### src/pqm_pkg.sv
// pqm_pkg: shared constants, widths and request/response structs for the
// three-axis pid controller with x-frame motor mixer
// no dependencies; used by pqm_mul, pqm_div, pqm_mix and the top level
package pqm_pkg;

  // error and integral fixed-point formats
  localparam int ERR_FB    = 12;
  localparam int ERR_W     = 24;
  localparam int INT_FB    = 24;
  localparam int INT_UP_SH = INT_FB - ERR_FB;
  localparam int KI_RND    = 1 << (INT_UP_SH - 1);
  localparam int MIX_SH    = ERR_FB + 8;

  // limits and timing constants
  localparam int MIX_LIMIT = 250;
  localparam int MIX_W     = 9;
  localparam int MOTOR_MIN = 1000;
  localparam int MOTOR_MAX = 2000;
  localparam int MOTOR_W   = 11;
  localparam int THR_W     = 12;
  localparam int FIRST_DT  = 2;
  localparam int MIN_DT    = 1;
  localparam int MAX_DT    = 100;
  localparam int DT_W      = 7;
  localparam int MS_PER_S  = 1000;
  localparam int FILT_DIV  = 5;

  // gain register layout
  localparam int GAIN_W  = 16;
  localparam int GAINS_W = 3 * GAIN_W;

  // serial multiplier sizes
  localparam int MUL_A_W   = 48;
  localparam int MUL_B_W   = GAIN_W;
  localparam int PROD_W    = 64;
  localparam int MUL_CNT_W = $clog2(MUL_B_W + 1);

  // serial divider sizes
  localparam int DIV_W     = 48;
  localparam int DEN_W     = 10;
  localparam int DIV_CNT_W = $clog2(DIV_W + 1);

  typedef struct packed {
    logic                       start;
    logic signed [MUL_A_W-1:0]  a;
    logic [MUL_B_W-1:0]         b;
  } mul_req_t;

  typedef struct packed {
    logic                       done;
    logic signed [PROD_W-1:0]   prod;
  } mul_rsp_t;

  typedef struct packed {
    logic                       start;
    logic [DIV_W-1:0]           num;
    logic [DEN_W-1:0]           den;
  } div_req_t;

  typedef struct packed {
    logic                       done;
    logic [DIV_W-1:0]           q;
  } div_rsp_t;

endpackage

### src/three_axis_pid_quad_mixer.sv
// three_axis_pid_quad_mixer: roll/pitch/yaw pid with x-frame mixer
// an idle or repeated-timestamp request goes straight to the output step;
// when the pids run, each axis in turn does four serial multiplies and
// three serial divides; one request at a time, and the output step holds
// while an earlier result waits
// synchronous active-high reset clears all pid state, gains and time tracking
// depends on pqm_pkg, pqm_mul, pqm_div, pqm_mix
module three_axis_pid_quad_mixer (
  input  logic                             clk,
  input  logic                             rst,
  // apb configuration
  input  logic                             psel,
  input  logic                             penable,
  input  logic                             pwrite,
  input  logic [4:0]                       paddr,
  input  logic [63:0]                      pwdata,
  output logic [63:0]                      prdata,
  output logic                             pready,
  // input requests
  input  logic                             in_valid,
  output logic                             in_ready,
  input  logic                             enable,
  input  logic [pqm_pkg::THR_W-1:0]        throttle,
  input  logic signed [pqm_pkg::ERR_W-1:0] roll_error,
  input  logic signed [pqm_pkg::ERR_W-1:0] pitch_error,
  input  logic signed [pqm_pkg::ERR_W-1:0] yaw_error,
  input  logic [31:0]                      sample_time,
  // output requests
  output logic                             out_valid,
  input  logic                             out_ready,
  output logic [pqm_pkg::MOTOR_W-1:0]      motor_front_left,
  output logic [pqm_pkg::MOTOR_W-1:0]      motor_front_right,
  output logic [pqm_pkg::MOTOR_W-1:0]      motor_rear_right,
  output logic [pqm_pkg::MOTOR_W-1:0]      motor_rear_left
);

  localparam logic [3:0] S_IDLE   = 4'd0;
  localparam logic [3:0] S_DECIDE = 4'd1;
  localparam logic [3:0] S_IMUL   = 4'd2;
  localparam logic [3:0] S_IDIV   = 4'd3;
  localparam logic [3:0] S_DDIV   = 4'd4;
  localparam logic [3:0] S_FDIV   = 4'd5;
  localparam logic [3:0] S_KP     = 4'd6;
  localparam logic [3:0] S_KI     = 4'd7;
  localparam logic [3:0] S_KD     = 4'd8;
  localparam logic [3:0] S_FIN    = 4'd9;
  localparam logic [3:0] S_OUT    = 4'd10;

  localparam logic [1:0] REG_ROLL  = 2'd0;
  localparam logic [1:0] REG_PITCH = 2'd1;
  localparam logic [1:0] REG_YAW   = 2'd2;
  localparam logic [1:0] AX_LAST   = 2'd2;

  localparam int RI_W  = 45;
  localparam int RD_W  = 36;
  localparam int FX_W  = 38;
  localparam int ACC_W = 52;
  localparam int T3_W  = ACC_W + 2;

  localparam logic signed [31:0]   INT_LIM  = 32'sd1677721600;
  localparam logic signed [RI_W-1:0] INT_LIM_W = RI_W'(INT_LIM);
  localparam logic signed [FX_W-1:0] F_MAX  = 38'sd2147483647;
  localparam logic signed [FX_W-1:0] F_MIN  = -38'sd2147483648;
  localparam logic signed [pqm_pkg::MIX_W-1:0] MIX_POS = pqm_pkg::MIX_W'(pqm_pkg::MIX_LIMIT);

  // configuration and pid state
  logic [pqm_pkg::GAINS_W-1:0]       gains [3];
  logic signed [31:0]                integ [3];
  logic signed [pqm_pkg::ERR_W-1:0]  prev  [3];
  logic signed [31:0]                filt  [3];
  logic signed [pqm_pkg::MIX_W-1:0]  mixr  [3];
  logic [31:0]                       last_time;
  logic                              time_seen;

  // captured request
  logic                              c_enable;
  logic [pqm_pkg::THR_W-1:0]         c_thr;
  logic signed [pqm_pkg::ERR_W-1:0]  c_err [3];
  logic [31:0]                       c_time;

  // sequencer and datapath registers
  logic [3:0]                        state;
  logic [1:0]                        ax;
  logic                              launched;
  logic                              idle_out;
  logic [pqm_pkg::DT_W-1:0]          dt;
  logic [pqm_pkg::DIV_W-1:0]         int_num;
  logic                              int_neg;
  logic signed [RI_W-1:0]            raw_i;
  logic signed [RD_W-1:0]            raw_d;
  logic signed [31:0]                f_reg;
  logic signed [ACC_W-1:0]           acc;

  // shared units
  pqm_pkg::mul_req_t mul_req;
  pqm_pkg::mul_rsp_t mul_rsp;
  pqm_pkg::div_req_t div_req;
  pqm_pkg::div_rsp_t div_rsp;

  // combinational datapath
  logic signed [pqm_pkg::ERR_W-1:0]  e_cur, prev_cur;
  logic signed [31:0]                integ_cur, filt_cur;
  logic [pqm_pkg::GAIN_W-1:0]        kp, ki, kd;
  logic signed [pqm_pkg::ERR_W:0]    diff;
  logic signed [RD_W-1:0]            diff_k;
  logic [RD_W-1:0]                   d_mag;
  logic signed [FX_W-1:0]            x;
  logic [FX_W-1:0]                   x_mag;
  logic signed [pqm_pkg::DIV_W-1:0]  q_s;
  logic signed [pqm_pkg::DIV_W-1:0]  i_step;
  logic signed [RI_W-1:0]            raw_i_next;
  logic signed [RD_W-1:0]            raw_d_next;
  logic signed [FX_W-1:0]            f_full;
  logic signed [31:0]                f_sat;
  logic [pqm_pkg::PROD_W-1:0]        p_abs;
  logic [pqm_pkg::PROD_W-1:0]        ki_mag;
  logic signed [ACC_W-1:0]           ki_term;
  logic [ACC_W-1:0]                  ap;
  logic [T3_W-1:0]                   t3;
  logic                              sat;
  logic [pqm_pkg::MIX_W-1:0]         mix_mag;
  logic signed [pqm_pkg::MIX_W-1:0]  mix_v;
  logic signed [31:0]                ri_c;
  logic [31:0]                       d32;
  logic [pqm_pkg::DT_W-1:0]          dt_v;
  logic [pqm_pkg::MOTOR_W-1:0]       thr_c;
  logic [pqm_pkg::MOTOR_W-1:0]       m_fl, m_fr, m_rr, m_rl;
  logic                              cfg_wr;

  always_comb begin
    e_cur     = c_err[ax];
    prev_cur  = prev[ax];
    integ_cur = integ[ax];
    filt_cur  = filt[ax];
    kp        = gains[ax][pqm_pkg::GAIN_W-1:0];
    ki        = gains[ax][2*pqm_pkg::GAIN_W-1:pqm_pkg::GAIN_W];
    kd        = gains[ax][3*pqm_pkg::GAIN_W-1:2*pqm_pkg::GAIN_W];

    // derivative numerator: error change times 1000
    diff   = (pqm_pkg::ERR_W+1)'(e_cur) - (pqm_pkg::ERR_W+1)'(prev_cur);
    diff_k = (RD_W'(diff) <<< 10) - (RD_W'(diff) <<< 4) - (RD_W'(diff) <<< 3);
    d_mag  = diff_k[RD_W-1] ? RD_W'(-diff_k) : RD_W'(diff_k);

    // filter step numerator
    x     = FX_W'(raw_d) - FX_W'(filt_cur);
    x_mag = x[FX_W-1] ? FX_W'(-x) : FX_W'(x);

    // signed results of the divider
    q_s        = $signed(div_rsp.q);
    i_step     = int_neg ? -q_s : q_s;
    raw_i_next = RI_W'(pqm_pkg::DIV_W'(integ_cur) + i_step);
    raw_d_next = RD_W'(diff_k[RD_W-1] ? -q_s : q_s);
    f_full     = FX_W'(filt_cur) + FX_W'(x[FX_W-1] ? -q_s : q_s);
    if (f_full > F_MAX) begin
      f_sat = 32'sh7FFFFFFF;
    end else if (f_full < F_MIN) begin
      f_sat = 32'sh80000000;
    end else begin
      f_sat = 32'(f_full);
    end

    // product magnitude and rounded integral term
    p_abs   = mul_rsp.prod[pqm_pkg::PROD_W-1] ? pqm_pkg::PROD_W'(-mul_rsp.prod)
                                              : pqm_pkg::PROD_W'(mul_rsp.prod);
    ki_mag  = (p_abs + pqm_pkg::PROD_W'(pqm_pkg::KI_RND)) >> pqm_pkg::INT_UP_SH;
    ki_term = mul_rsp.prod[pqm_pkg::PROD_W-1] ? -$signed(ACC_W'(ki_mag))
                                              : $signed(ACC_W'(ki_mag));

    // saturation and mix term
    ap      = acc[ACC_W-1] ? ACC_W'(-acc) : ACC_W'(acc);
    t3      = T3_W'(ap) + (T3_W'(ap) << 1);
    sat     = t3 > (T3_W'(pqm_pkg::MIX_LIMIT) << pqm_pkg::MIX_SH);
    mix_mag = pqm_pkg::MIX_W'(t3 >> pqm_pkg::MIX_SH);
    if (sat) begin
      mix_v = acc[ACC_W-1] ? -MIX_POS : MIX_POS;
    end else begin
      mix_v = acc[ACC_W-1] ? -$signed(mix_mag) : $signed(mix_mag);
    end

    // integral clamp
    if (raw_i > INT_LIM_W) begin
      ri_c = INT_LIM;
    end else if (raw_i < -INT_LIM_W) begin
      ri_c = -INT_LIM;
    end else begin
      ri_c = 32'(raw_i);
    end

    // sample interval
    d32 = c_time - last_time;
    if (!time_seen) begin
      dt_v = pqm_pkg::DT_W'(pqm_pkg::FIRST_DT);
    end else if (d32 < 32'(pqm_pkg::MIN_DT)) begin
      dt_v = pqm_pkg::DT_W'(pqm_pkg::MIN_DT);
    end else if (d32 > 32'(pqm_pkg::MAX_DT)) begin
      dt_v = pqm_pkg::DT_W'(pqm_pkg::MAX_DT);
    end else begin
      dt_v = d32[pqm_pkg::DT_W-1:0];
    end

    thr_c = (c_thr > pqm_pkg::THR_W'(pqm_pkg::MOTOR_MAX)) ?
            pqm_pkg::MOTOR_W'(pqm_pkg::MOTOR_MAX) : c_thr[pqm_pkg::MOTOR_W-1:0];
  end

  // multiplier operand select
  always_comb begin
    mul_req.start = !launched &&
                    (state == S_IMUL || state == S_KP || state == S_KI || state == S_KD);
    case (state)
      S_IMUL: begin
        mul_req.a = pqm_pkg::MUL_A_W'(e_cur);
        mul_req.b = pqm_pkg::MUL_B_W'(dt);
      end
      S_KP: begin
        mul_req.a = pqm_pkg::MUL_A_W'(e_cur);
        mul_req.b = kp;
      end
      S_KI: begin
        mul_req.a = pqm_pkg::MUL_A_W'(raw_i);
        mul_req.b = ki;
      end
      S_KD: begin
        mul_req.a = pqm_pkg::MUL_A_W'(f_reg);
        mul_req.b = kd;
      end
      default: begin
        mul_req.a = '0;
        mul_req.b = '0;
      end
    endcase
  end

  // divider operand select, rounding offset added ahead of the divide
  always_comb begin
    div_req.start = !launched &&
                    (state == S_IDIV || state == S_DDIV || state == S_FDIV);
    case (state)
      S_IDIV: begin
        div_req.num = int_num;
        div_req.den = pqm_pkg::DEN_W'(pqm_pkg::MS_PER_S);
      end
      S_DDIV: begin
        div_req.num = pqm_pkg::DIV_W'(d_mag) + pqm_pkg::DIV_W'(dt >> 1);
        div_req.den = pqm_pkg::DEN_W'(dt);
      end
      S_FDIV: begin
        div_req.num = pqm_pkg::DIV_W'(x_mag) + pqm_pkg::DIV_W'(pqm_pkg::FILT_DIV / 2);
        div_req.den = pqm_pkg::DEN_W'(pqm_pkg::FILT_DIV);
      end
      default: begin
        div_req.num = '0;
        div_req.den = '0;
      end
    endcase
  end

  pqm_mul u_mul (
    .clk (clk),
    .rst (rst),
    .req (mul_req),
    .rsp (mul_rsp)
  );

  pqm_div u_div (
    .clk (clk),
    .rst (rst),
    .req (div_req),
    .rsp (div_rsp)
  );

  pqm_mix u_mix (
    .thr         (thr_c),
    .roll        (mixr[0]),
    .pitch       (mixr[1]),
    .yaw         (mixr[2]),
    .front_left  (m_fl),
    .front_right (m_fr),
    .rear_right  (m_rr),
    .rear_left   (m_rl)
  );

  // apb access
  assign pready   = 1'b1;
  assign cfg_wr   = psel && penable && pwrite;
  assign in_ready = (state == S_IDLE);

  always_comb begin
    case (paddr[4:3])
      REG_ROLL:  prdata = 64'(gains[0]);
      REG_PITCH: prdata = 64'(gains[1]);
      REG_YAW:   prdata = 64'(gains[2]);
      default:   prdata = '0;
    endcase
  end

  // sequencer and state registers
  always_ff @(posedge clk) begin
    if (rst) begin
      state     <= S_IDLE;
      launched  <= 1'b0;
      out_valid <= 1'b0;
      time_seen <= 1'b0;
      last_time <= '0;
      ax        <= '0;
      for (int i = 0; i < 3; i++) begin
        gains[i] <= '0;
        integ[i] <= '0;
        prev[i]  <= '0;
        filt[i]  <= '0;
        mixr[i]  <= '0;
      end
    end else begin
      // register writes
      if (cfg_wr) begin
        case (paddr[4:3])
          REG_ROLL:  gains[0] <= pwdata[pqm_pkg::GAINS_W-1:0];
          REG_PITCH: gains[1] <= pwdata[pqm_pkg::GAINS_W-1:0];
          REG_YAW:   gains[2] <= pwdata[pqm_pkg::GAINS_W-1:0];
          default:   ;
        endcase
      end

      // result taken while no new one is being loaded
      if (out_valid && out_ready && state != S_OUT) begin
        out_valid <= 1'b0;
      end

      case (state)
        S_IDLE: begin
          if (in_valid) begin
            c_enable <= enable;
            c_thr    <= throttle;
            c_err[0] <= roll_error;
            c_err[1] <= pitch_error;
            c_err[2] <= yaw_error;
            c_time   <= sample_time;
            state    <= S_DECIDE;
          end
        end
        S_DECIDE: begin
          if (!c_enable || c_thr <= pqm_pkg::THR_W'(pqm_pkg::MOTOR_MIN)) begin
            idle_out <= 1'b1;
            state    <= S_OUT;
          end else begin
            idle_out <= 1'b0;
            if (!time_seen || c_time != last_time) begin
              dt        <= dt_v;
              last_time <= c_time;
              time_seen <= 1'b1;
              ax        <= '0;
              state     <= S_IMUL;
            end else begin
              state <= S_OUT;
            end
          end
        end
        // error times dt, scaled to integral format
        S_IMUL: begin
          if (!launched) begin
            launched <= 1'b1;
          end else if (mul_rsp.done) begin
            launched <= 1'b0;
            int_num  <= (pqm_pkg::DIV_W'(p_abs) << pqm_pkg::INT_UP_SH) +
                        pqm_pkg::DIV_W'(pqm_pkg::MS_PER_S / 2);
            int_neg  <= mul_rsp.prod[pqm_pkg::PROD_W-1];
            state    <= S_IDIV;
          end
        end
        S_IDIV: begin
          if (!launched) begin
            launched <= 1'b1;
          end else if (div_rsp.done) begin
            launched <= 1'b0;
            raw_i    <= raw_i_next;
            state    <= S_DDIV;
          end
        end
        S_DDIV: begin
          if (!launched) begin
            launched <= 1'b1;
          end else if (div_rsp.done) begin
            launched <= 1'b0;
            raw_d    <= raw_d_next;
            state    <= S_FDIV;
          end
        end
        // derivative low-pass
        S_FDIV: begin
          if (!launched) begin
            launched <= 1'b1;
          end else if (div_rsp.done) begin
            launched  <= 1'b0;
            f_reg     <= f_sat;
            filt[ax]  <= f_sat;
            state     <= S_KP;
          end
        end
        S_KP: begin
          if (!launched) begin
            launched <= 1'b1;
          end else if (mul_rsp.done) begin
            launched <= 1'b0;
            acc      <= ACC_W'(mul_rsp.prod);
            state    <= S_KI;
          end
        end
        S_KI: begin
          if (!launched) begin
            launched <= 1'b1;
          end else if (mul_rsp.done) begin
            launched <= 1'b0;
            acc      <= acc + ki_term;
            state    <= S_KD;
          end
        end
        S_KD: begin
          if (!launched) begin
            launched <= 1'b1;
          end else if (mul_rsp.done) begin
            launched <= 1'b0;
            acc      <= acc + ACC_W'(mul_rsp.prod);
            state    <= S_FIN;
          end
        end
        // saturation check, integral freeze, next axis
        S_FIN: begin
          if (!sat) begin
            integ[ax] <= ri_c;
          end
          prev[ax] <= e_cur;
          mixr[ax] <= mix_v;
          if (ax == AX_LAST) begin
            state <= S_OUT;
          end else begin
            ax    <= ax + 2'd1;
            state <= S_IMUL;
          end
        end
        S_OUT: begin
          if (!out_valid || out_ready) begin
            if (idle_out) begin
              motor_front_left  <= pqm_pkg::MOTOR_W'(pqm_pkg::MOTOR_MIN);
              motor_front_right <= pqm_pkg::MOTOR_W'(pqm_pkg::MOTOR_MIN);
              motor_rear_right  <= pqm_pkg::MOTOR_W'(pqm_pkg::MOTOR_MIN);
              motor_rear_left   <= pqm_pkg::MOTOR_W'(pqm_pkg::MOTOR_MIN);
            end else begin
              motor_front_left  <= m_fl;
              motor_front_right <= m_fr;
              motor_rear_right  <= m_rr;
              motor_rear_left   <= m_rl;
            end
            out_valid <= 1'b1;
            state     <= S_IDLE;
          end
        end
        default: begin
          state <= S_IDLE;
        end
      endcase
    end
  end

  // integrators stay inside the clamp
  a_integ_range: assert property (@(posedge clk) disable iff (rst)
    (integ[0] <= INT_LIM) && (integ[0] >= -INT_LIM) &&
    (integ[1] <= INT_LIM) && (integ[1] >= -INT_LIM) &&
    (integ[2] <= INT_LIM) && (integ[2] >= -INT_LIM))
    else $error("integral outside clamp");

  // held mix terms stay within the axis limit
  a_mix_range: assert property (@(posedge clk) disable iff (rst)
    (mixr[0] <= MIX_POS) && (mixr[0] >= -MIX_POS) &&
    (mixr[1] <= MIX_POS) && (mixr[1] >= -MIX_POS) &&
    (mixr[2] <= MIX_POS) && (mixr[2] >= -MIX_POS))
    else $error("mix term outside limit");

  // a new result only comes from the output step
  a_out_src: assert property (@(posedge clk) disable iff (rst)
    $rose(out_valid) |-> $past(state) == S_OUT)
    else $error("result raised outside output step");

  // an accepted request always goes to the decision step
  a_accept: assert property (@(posedge clk) disable iff (rst)
    (in_valid && in_ready) |=> (state == S_DECIDE))
    else $error("accepted request not decoded");

endmodule

### src/pqm_mul.sv
// pqm_mul: shift-and-add multiplier, one multiplier bit per cycle
// signed multiplicand times unsigned multiplier; depends on pqm_pkg
module pqm_mul (
  input  logic               clk,
  input  logic               rst,
  input  pqm_pkg::mul_req_t  req,
  output pqm_pkg::mul_rsp_t  rsp
);

  logic signed [pqm_pkg::PROD_W-1:0]  mcand;
  logic [pqm_pkg::MUL_B_W-1:0]        mplier;
  logic signed [pqm_pkg::PROD_W-1:0]  prod;
  logic [pqm_pkg::MUL_CNT_W-1:0]      cnt;
  logic                               done;

  // bit counter and completion pulse
  always_ff @(posedge clk) begin
    if (rst) begin
      cnt  <= '0;
      done <= 1'b0;
    end else begin
      done <= (cnt == pqm_pkg::MUL_CNT_W'(1));
      if (req.start) begin
        cnt <= pqm_pkg::MUL_CNT_W'(pqm_pkg::MUL_B_W);
      end else if (cnt != '0) begin
        cnt <= cnt - pqm_pkg::MUL_CNT_W'(1);
      end
    end
  end

  // shift registers and accumulator
  always_ff @(posedge clk) begin
    if (req.start) begin
      mcand  <= pqm_pkg::PROD_W'(req.a);
      mplier <= req.b;
      prod   <= '0;
    end else if (cnt != '0) begin
      if (mplier[0]) begin
        prod <= prod + mcand;
      end
      mcand  <= mcand <<< 1;
      mplier <= mplier >> 1;
    end
  end

  assign rsp.done = done;
  assign rsp.prod = prod;

endmodule

### src/pqm_div.sv
// pqm_div: restoring divider, one quotient bit per cycle
// unsigned numerator over a narrow unsigned divisor; depends on pqm_pkg
module pqm_div (
  input  logic               clk,
  input  logic               rst,
  input  pqm_pkg::div_req_t  req,
  output pqm_pkg::div_rsp_t  rsp
);

  logic [pqm_pkg::DIV_W-1:0]      quo;
  logic [pqm_pkg::DEN_W-1:0]      rem;
  logic [pqm_pkg::DEN_W-1:0]      den;
  logic [pqm_pkg::DIV_CNT_W-1:0]  cnt;
  logic                           done;
  logic [pqm_pkg::DEN_W:0]        rem_sh;
  logic                           ge;

  // trial subtract of the next numerator bit
  always_comb begin
    rem_sh = {rem, quo[pqm_pkg::DIV_W-1]};
    ge     = (rem_sh >= {1'b0, den});
  end

  // bit counter and completion pulse
  always_ff @(posedge clk) begin
    if (rst) begin
      cnt  <= '0;
      done <= 1'b0;
    end else begin
      done <= (cnt == pqm_pkg::DIV_CNT_W'(1));
      if (req.start) begin
        cnt <= pqm_pkg::DIV_CNT_W'(pqm_pkg::DIV_W);
      end else if (cnt != '0) begin
        cnt <= cnt - pqm_pkg::DIV_CNT_W'(1);
      end
    end
  end

  // numerator shifts out as quotient bits shift in
  always_ff @(posedge clk) begin
    if (req.start) begin
      quo <= req.num;
      rem <= '0;
      den <= req.den;
    end else if (cnt != '0) begin
      rem <= ge ? pqm_pkg::DEN_W'(rem_sh - {1'b0, den}) : pqm_pkg::DEN_W'(rem_sh);
      quo <= {quo[pqm_pkg::DIV_W-2:0], ge};
    end
  end

  assign rsp.done = done;
  assign rsp.q    = quo;

endmodule

### src/pqm_mix.sv
// pqm_mix: x-frame mixer from throttle and three axis terms to four pulses
// each pulse clamped to the motor range; depends on pqm_pkg
module pqm_mix (
  input  logic [pqm_pkg::MOTOR_W-1:0]       thr,
  input  logic signed [pqm_pkg::MIX_W-1:0]  roll,
  input  logic signed [pqm_pkg::MIX_W-1:0]  pitch,
  input  logic signed [pqm_pkg::MIX_W-1:0]  yaw,
  output logic [pqm_pkg::MOTOR_W-1:0]       front_left,
  output logic [pqm_pkg::MOTOR_W-1:0]       front_right,
  output logic [pqm_pkg::MOTOR_W-1:0]       rear_right,
  output logic [pqm_pkg::MOTOR_W-1:0]       rear_left
);

  localparam int SUM_W = pqm_pkg::MOTOR_W + 2;

  logic signed [SUM_W-1:0] base, r, p, y;
  logic signed [SUM_W-1:0] s_fl, s_fr, s_rr, s_rl;

  function automatic logic [pqm_pkg::MOTOR_W-1:0] clamp_motor(
    input logic signed [SUM_W-1:0] v
  );
    logic [pqm_pkg::MOTOR_W-1:0] res;
    if (v < SUM_W'(pqm_pkg::MOTOR_MIN)) begin
      res = pqm_pkg::MOTOR_W'(pqm_pkg::MOTOR_MIN);
    end else if (v > SUM_W'(pqm_pkg::MOTOR_MAX)) begin
      res = pqm_pkg::MOTOR_W'(pqm_pkg::MOTOR_MAX);
    end else begin
      res = v[pqm_pkg::MOTOR_W-1:0];
    end
    return res;
  endfunction

  // motor sums
  always_comb begin
    base = $signed({2'b00, thr});
    r    = SUM_W'(roll);
    p    = SUM_W'(pitch);
    y    = SUM_W'(yaw);
    s_fl = base + p + r - y;
    s_fr = base + p - r + y;
    s_rr = base - p - r - y;
    s_rl = base - p + r + y;
  end

  assign front_left  = clamp_motor(s_fl);
  assign front_right = clamp_motor(s_fr);
  assign rear_right  = clamp_motor(s_rr);
  assign rear_left   = clamp_motor(s_rl);

endmodule
### config.mk
export PLATFORM = sky130hd
export DESIGN_NAME = three_axis_pid_quad_mixer
export DESIGN_NICKNAME = d
export VERILOG_FILES = /design/src/pqm_pkg.sv /design/src/three_axis_pid_quad_mixer.sv /design/src/pqm_mul.sv /design/src/pqm_div.sv /design/src/pqm_mix.sv
export SDC_FILE = /design/constraint.sdc
export NUM_CORES = 2
export LEC_CHECK = 0
export BUFFER_PORTS_ARGS = -buffer_cell sky130_fd_sc_hd__buf_2
export CAP_MARGIN = 0
export CORE_ASPECT_RATIO = 0.75
export CORE_MARGIN = 2
export CORE_UTILIZATION = 28
export CTS_CLUSTER_SIZE = 14
export DETAILED_ROUTE_END_ITERATION = 12
export PLACE_DENSITY_LB_ADDON = 0.2
export SYNTH_ARGS = -nofsm -noshare
export SYNTH_HDL_FRONTEND = slang
export SYNTH_SLANG_ARGS = --single-unit
### constraint.sdc
create_clock -name clk -period 11.2 [get_ports clk]
set_input_delay 0.56 -clock clk [delete_from_list [all_inputs] [get_ports clk]]
set_output_delay 0.56 -clock clk [all_outputs]
set_load 0.01 [all_outputs]
== Word level (Yosys, flattened, before mapping) ==
Memories as Yosys holds them, arrays and structs flattened. A register that Yosys moved wholly into a read port is not among the register bits.
Cells that the tools add are included.
Storage, ports and cells
  register bits after elaboration: 577
  RAM bits: 507
  bits of input ports: 193
  output and inout bits: 111
  word-level logic and storage cells: 330
  memories: 6
Operators by class
  add/subtract/negate cells: 36
  $lt $le $gt $ge: 18
  equal/unequal tests: 36
  muxes and demuxes: 131
  bitwise operators: 6
  reduce and logical (&&, ||, !) cells: 58
Memories
  gains: words 3, width 48, rd ports 4, clocked after Yosys merged registers in 1, write ports 3, line three_axis_pid_quad_mixer.sv:67  | logic [pqm_pkg::GAINS_W-1:0] gains [3];
  filt: words 3, width 32, rd ports 1, clocked after Yosys merged registers in 1, write ports 3, line three_axis_pid_quad_mixer.sv:70  | logic signed [31:0] filt [3];
  integ: words 3, width 32, rd ports 1, clocked after Yosys merged registers in 1, write ports 3, line three_axis_pid_quad_mixer.sv:68  | logic signed [31:0] integ [3];
  c_err: words 3, width 24, rd ports 1, clocked after Yosys merged registers in 1, write ports 3, line three_axis_pid_quad_mixer.sv:78  | logic signed [pqm_pkg::ERR_W-1:0] c_err [3];
  prev: words 3, width 24, rd ports 1, clocked after Yosys merged registers in 1, write ports 3, line three_axis_pid_quad_mixer.sv:69  | logic signed [pqm_pkg::ERR_W-1:0] prev [3];
  mixr: words 3, width 9, rd ports 3, clocked after Yosys merged registers in 0, write ports 3, line three_axis_pid_quad_mixer.sv:71  | logic signed [pqm_pkg::MIX_W-1:0] mixr [3];
Operators by type and width (count)
  52-bit two-way mux: 8
  64-bit one-hot mux with 4 select lines: 1
  48-bit two-way mux: 5
  32-bit two-way mux: 6
  64-bit two-way mux: 3
  58-bit one-hot mux with 3 select lines: 1
  52-bit one-hot mux with 3 select lines: 1
  48-bit one-hot mux with 3 select lines: 1
  52-bit adder: 2
  52-bit negation: 2
  38-bit two-way mux: 2
  4-bit two-way mux: 19
  36-bit two-way mux: 2
  64-bit by 12-bit adder with 64-bit output (second input constant): 1
  64-bit adder: 1
  64-bit negation: 1
  32-bit OR reduction: 2
  11-bit two-way mux: 5
  52-bit by 53-bit adder with 54-bit output: 1
  54-bit by 28-bit > comparator with 1-bit output (second input constant): 1
  13-bit by 9-bit adder with 13-bit output: 4
  13-bit by 12-bit > comparator with 1-bit output (second input constant): 4
  13-bit by 11-bit < comparator with 1-bit output (second input constant): 4
  13-bit by 9-bit subtractor with 13-bit output: 4
  other kinds (75): 204

== Longest topological paths before layout ==
  word-level depth: 10
  mapped depth: 49
  gate-level depth less buffers: 42

== Cells and area by module ==
A second synthesis with hierarchy kept.
Unflattened totals
  cell total of the unflattened synthesis: 9250
  area total of the unflattened synthesis: 87241.2 µm²
By module, submodules not included
  three_axis_pid_quad_mixer: instances 1, cells an instance 7203, area each 68360.6 µm², seq. area each 27706.6 µm²
  pqm_mul: instances 1, cells an instance 1070, area each 9862.0 µm², seq. area each 3803.6 µm²
  pqm_mix: instances 1, cells an instance 708, area each 5403.9 µm², seq. area each 0.0 µm²
  pqm_div: instances 1, cells an instance 269, area each 3614.7 µm², seq. area each 2082.0 µm²

== Worst setup path after synthesis ==
OpenSTA, ideal clock, no wires.
  path kind: register -> register
  start point: register with a tool-made name
  end point: register u_div.quo[28] (netlist name), data pin
  setup time: 271 ps
  data arrival time: 10245 ps
  required time: 10929 ps
  setup slack: 684 ps
  cell stages (with the launch flop): 47
  path buffers: 9
  clock period less this slack: 10516 ps
  cells stage by stage: dfxtp_1 clkbuf_1 clkbuf_1 buf_1 buf_1 mux4_2 ha_1 fa_1 nor2b_1 o31a_1 o211a_1 o21ai_0 nand2_1 and2_1 o21ai_0 nand2b_1 a221o_1 a21oi_1 [... 11 more ...] o32a_1 o21ai_1 clkbuf_1 clkbuf_1 clkbuf_1 nor2_1 xnor2_1 ha_1 a21oi_1 nor2_1 o211ai_1 o2bb2a_1 clkbuf_1 nand2_1 nor4_1 nor3_1 o311ai_1 o211ai_1
RTL lines
  to (signal assigned): line pqm_div.sv:42  | quo <= req.num;
  to (signal assigned): line pqm_div.sv:47  | quo <= {quo[pqm_pkg::DIV_W-2:0], ge};
  to (decl): line pqm_div.sv:10  | logic [pqm_pkg::DIV_W-1:0] quo;

==> reports/metrics.yaml <==
power_and_ir_drop:
  p_leak_nw: 36.39
  power_frac_clock: 0.149
  combPwrFrac: 0.630
  p_sw_mw: 15.13
  power.internal_mw: 15.49
  vdd_drop_max_v: 0.0002863
  p_seq_frac: 0.220
  power_density_nw_per_um2: 318.1
  swShare: 0.4941
cts:
  cts.path.max_buffers: 4
  path_clk_slew_ps: 60
  cts_tree: "done"
  cts_htree_levels: 4
  cts_made_buffers: 144
  clock-root-buffer: "clkbuf_16"
  insertion_delay_ps: 850
  numClockSinks: 1160
  cts-resized-gates: 0
setup_path:
  crit_fanout: 20
  crit_family: "compound AO/OA/AOI/OAI gates"
  critPathKind: "reg -> reg"
  reg2reg_setup_slack_ps: 760
  critPathMaxStageDelay_ps: 690
  start_kind: "flip-flop"
  arrival_ps: 10950
  worstPathRequired_ps: 11720
  critPathSlowestCell: "nor4_1"
  end_kind: "flip-flop"
  path_common_cell: "a21oi_1"
  worst-path-buf-inv: 2
final_layout:
  layout.cells.most_common_list: "edfxtp_1 (1030), nand2_1 (947), nor2_1 (770)"
  final_common_cell: "edfxtp_1"
  final_net_count: 10014
  final_core_util: 0.3203
  nFillCells: 30982
  largest-register: "gains"
  largest_register_ffs: 144
  drive_gt1_frac: 0.09125
  syn_to_final_growth_pct: 13.46
  reg_top3: "gains x144, filt x128, integ x128"
timing:
  slew_violations: 0
  fin_tns_setup_ps: 0
  hold_violations: 0
  rsz0062_at_grt: "false"
  setup_viol: 0
  timing.slew.headroom: 0.1547
  layout_min_cycle_time_ps: 10440
  tightest_slew_ps: 1256
  finalCritPeriodShare: 0.9320
  fmax_mhz: 95.80
  clock_skew_ps: 53.37
run_status:
  status: "finished, final reports clean"
floorplan:
  coreArea_um2: 300400
  die_w_um: 639.5
  core.rowCount: 174
  chipHeight_um: 480.6
  ios: 304
  start_util: 0.2823
  dieArea_um2: 307300
drt:
  drtIter0Drc: 7452
  detail-route-antenna-nets: 0
  viasPerCell: 5.303
  drt-total-wl_um: 299700
  firstDrtPassIters: 7
  num_vias: 70665
  wire_per_inst_um: 22.49
  route.detailed.drc: 0
yosys:
  async_flop_share: 0
  yosysUniqueCellTypes: 117
  synth_seq_cells: 1160
  synth_area_um2: 84800
  synth_cells: 9029
  yosys_warnings: 0
  synth-edff-count: 1030
  seq_area_frac_synth: 0.3954
  ys.flop_type: "edfxtp_1"
  syn_avg_cell_area_um2: 9.392
hold_path:
  hp-class: "in -> reg"
global_routing:
  grt_overflow: 0
  grt_pass1_vias: 68248
  antenna_found_initial: 28
  grt_max_degree: 81
  grt_pass1_wl_um: 442900
  grt.total_usage: 0.1886
place:
  io_buffers: 267
  globalplace.congestion: 0.9049
  hpwlAfterDp_um: 224700
job:
  maxCapViolations: 0
-- kinds of logic after synthesis --
kind of cell,Yosys count,synth area share
compound gates,2374,0.1797
mux,245,0.04211
flops,1160,0.3954
simple gates,2982,0.1694
xor+xnor,790,0.08200
other cells,2,0.00008856
fa+ha+maj,562,0.08938
buf+inv,914,0.04187
-- power by group through the flow --
stage / registers (mW) / clock network (mW) / logic (mW)
final: 6.75 / 4.57 / 19.3
after global routing: 6.82 / 4.85 / 21.2
after CTS: 6.73 / 4.69 / 18.9
after detailed placement: 6.82 / 0 / 18.7
after global placement: 6.81 / 0 / 18.7
after floorplan: 6.20 / 0 / 13.9
-- per-stage QoR --
step	hold slack, ps	area [um^2]	power (mW)	cells	worst slack (ps)
6_report	56.85	96220	30.61	13326	762.0
5_1_grt	36.67	96200	32.86	13320	19.29
4_1_cts	15.35	96200	30.36	13319	824.2
3_5_place_dp	446.8	90640	25.53	12956	878.9
3_3_place_gp	441.4	90640	25.48	12956	974.2
2_1_floorplan	432.3	84860	20.08	9044	684.1
-- synth_stat cells, drive strengths merged, types with 143 or more instances --
master | n | area share
edfxtp | 1030 | 0.36
nand2 | 952 | 0.042
nor2 | 781 | 0.035
a21oi | 684 | 0.040
o21ai | 565 | 0.033
xnor2 | 564 | 0.058
ha | 489 | 0.072
inv | 472 | 0.021
clkbuf | 349 | 0.015
a21o | 246 | 0.022
xor2 | 224 | 0.023
nor3 | 190 | 0.011
nand3 | 185 | 0.011
mux2i | 143 | 0.017
-- final cells by class --
class | count | area (um^2) | share of cell area
inverter | 477 | 1790 | 0.01861
multi-input combinational | 6970 | 48030 | 0.4992
tap | 3960 | 4955 | 0.05149
sequential | 1160 | 33540 | 0.3486
timing repair buffer | 506 | 3486 | 0.03623
antenna | 7 | 17.52 | 0.0001821
clock inverter | 60 | 549.3 | 0.005709
clock buffer | 186 | 3845 | 0.03996
-- worst paths after layout --
| check | depth (start not counted) | from | to |
|---|---|---|---|
| min | 2 | pwdata[45] | gains[1][45] |
| max reg2reg | 42 | flip-flop | u_div.quo[28] |
| min reg2reg | 2 | last_time[11] | last_time[11] |
| max | 42 | flip-flop | u_div.quo[28] |
-- metal layers --
layer,global-route usage,wire [um],vias to the layer above,share of wire
met2,0.2754,122300,2339,0.41
met5,0,114,-,0.00038
met1,0.2861,147700,34513,0.49
li1,-,-,33509,-
met3,0.03637,24270,286,0.081
met4,0.03661,5353,18,0.018
-- worst register-to-register path, delay by kind of cell, from the launching register on --
family | cells | cell delay (ps)
AOI/OAI and AO/OA | 22 | 4790
xor gates and xnor gates | 3 | 820
adders and majority gates | 4 | 1120
buffers and inverters | 2 | 370
DFF | 1 | 670
muxes | 1 | 350
and+or+nand+nor | 10 | 2060
-- timing repair --
action	in CTS	in global routing
setup buffers	0	0
hold endpoints to repair	117	0
endpoints found under the setup margin	0	0
hold buffers	117	0
Power figures use the tool's default switching activity.
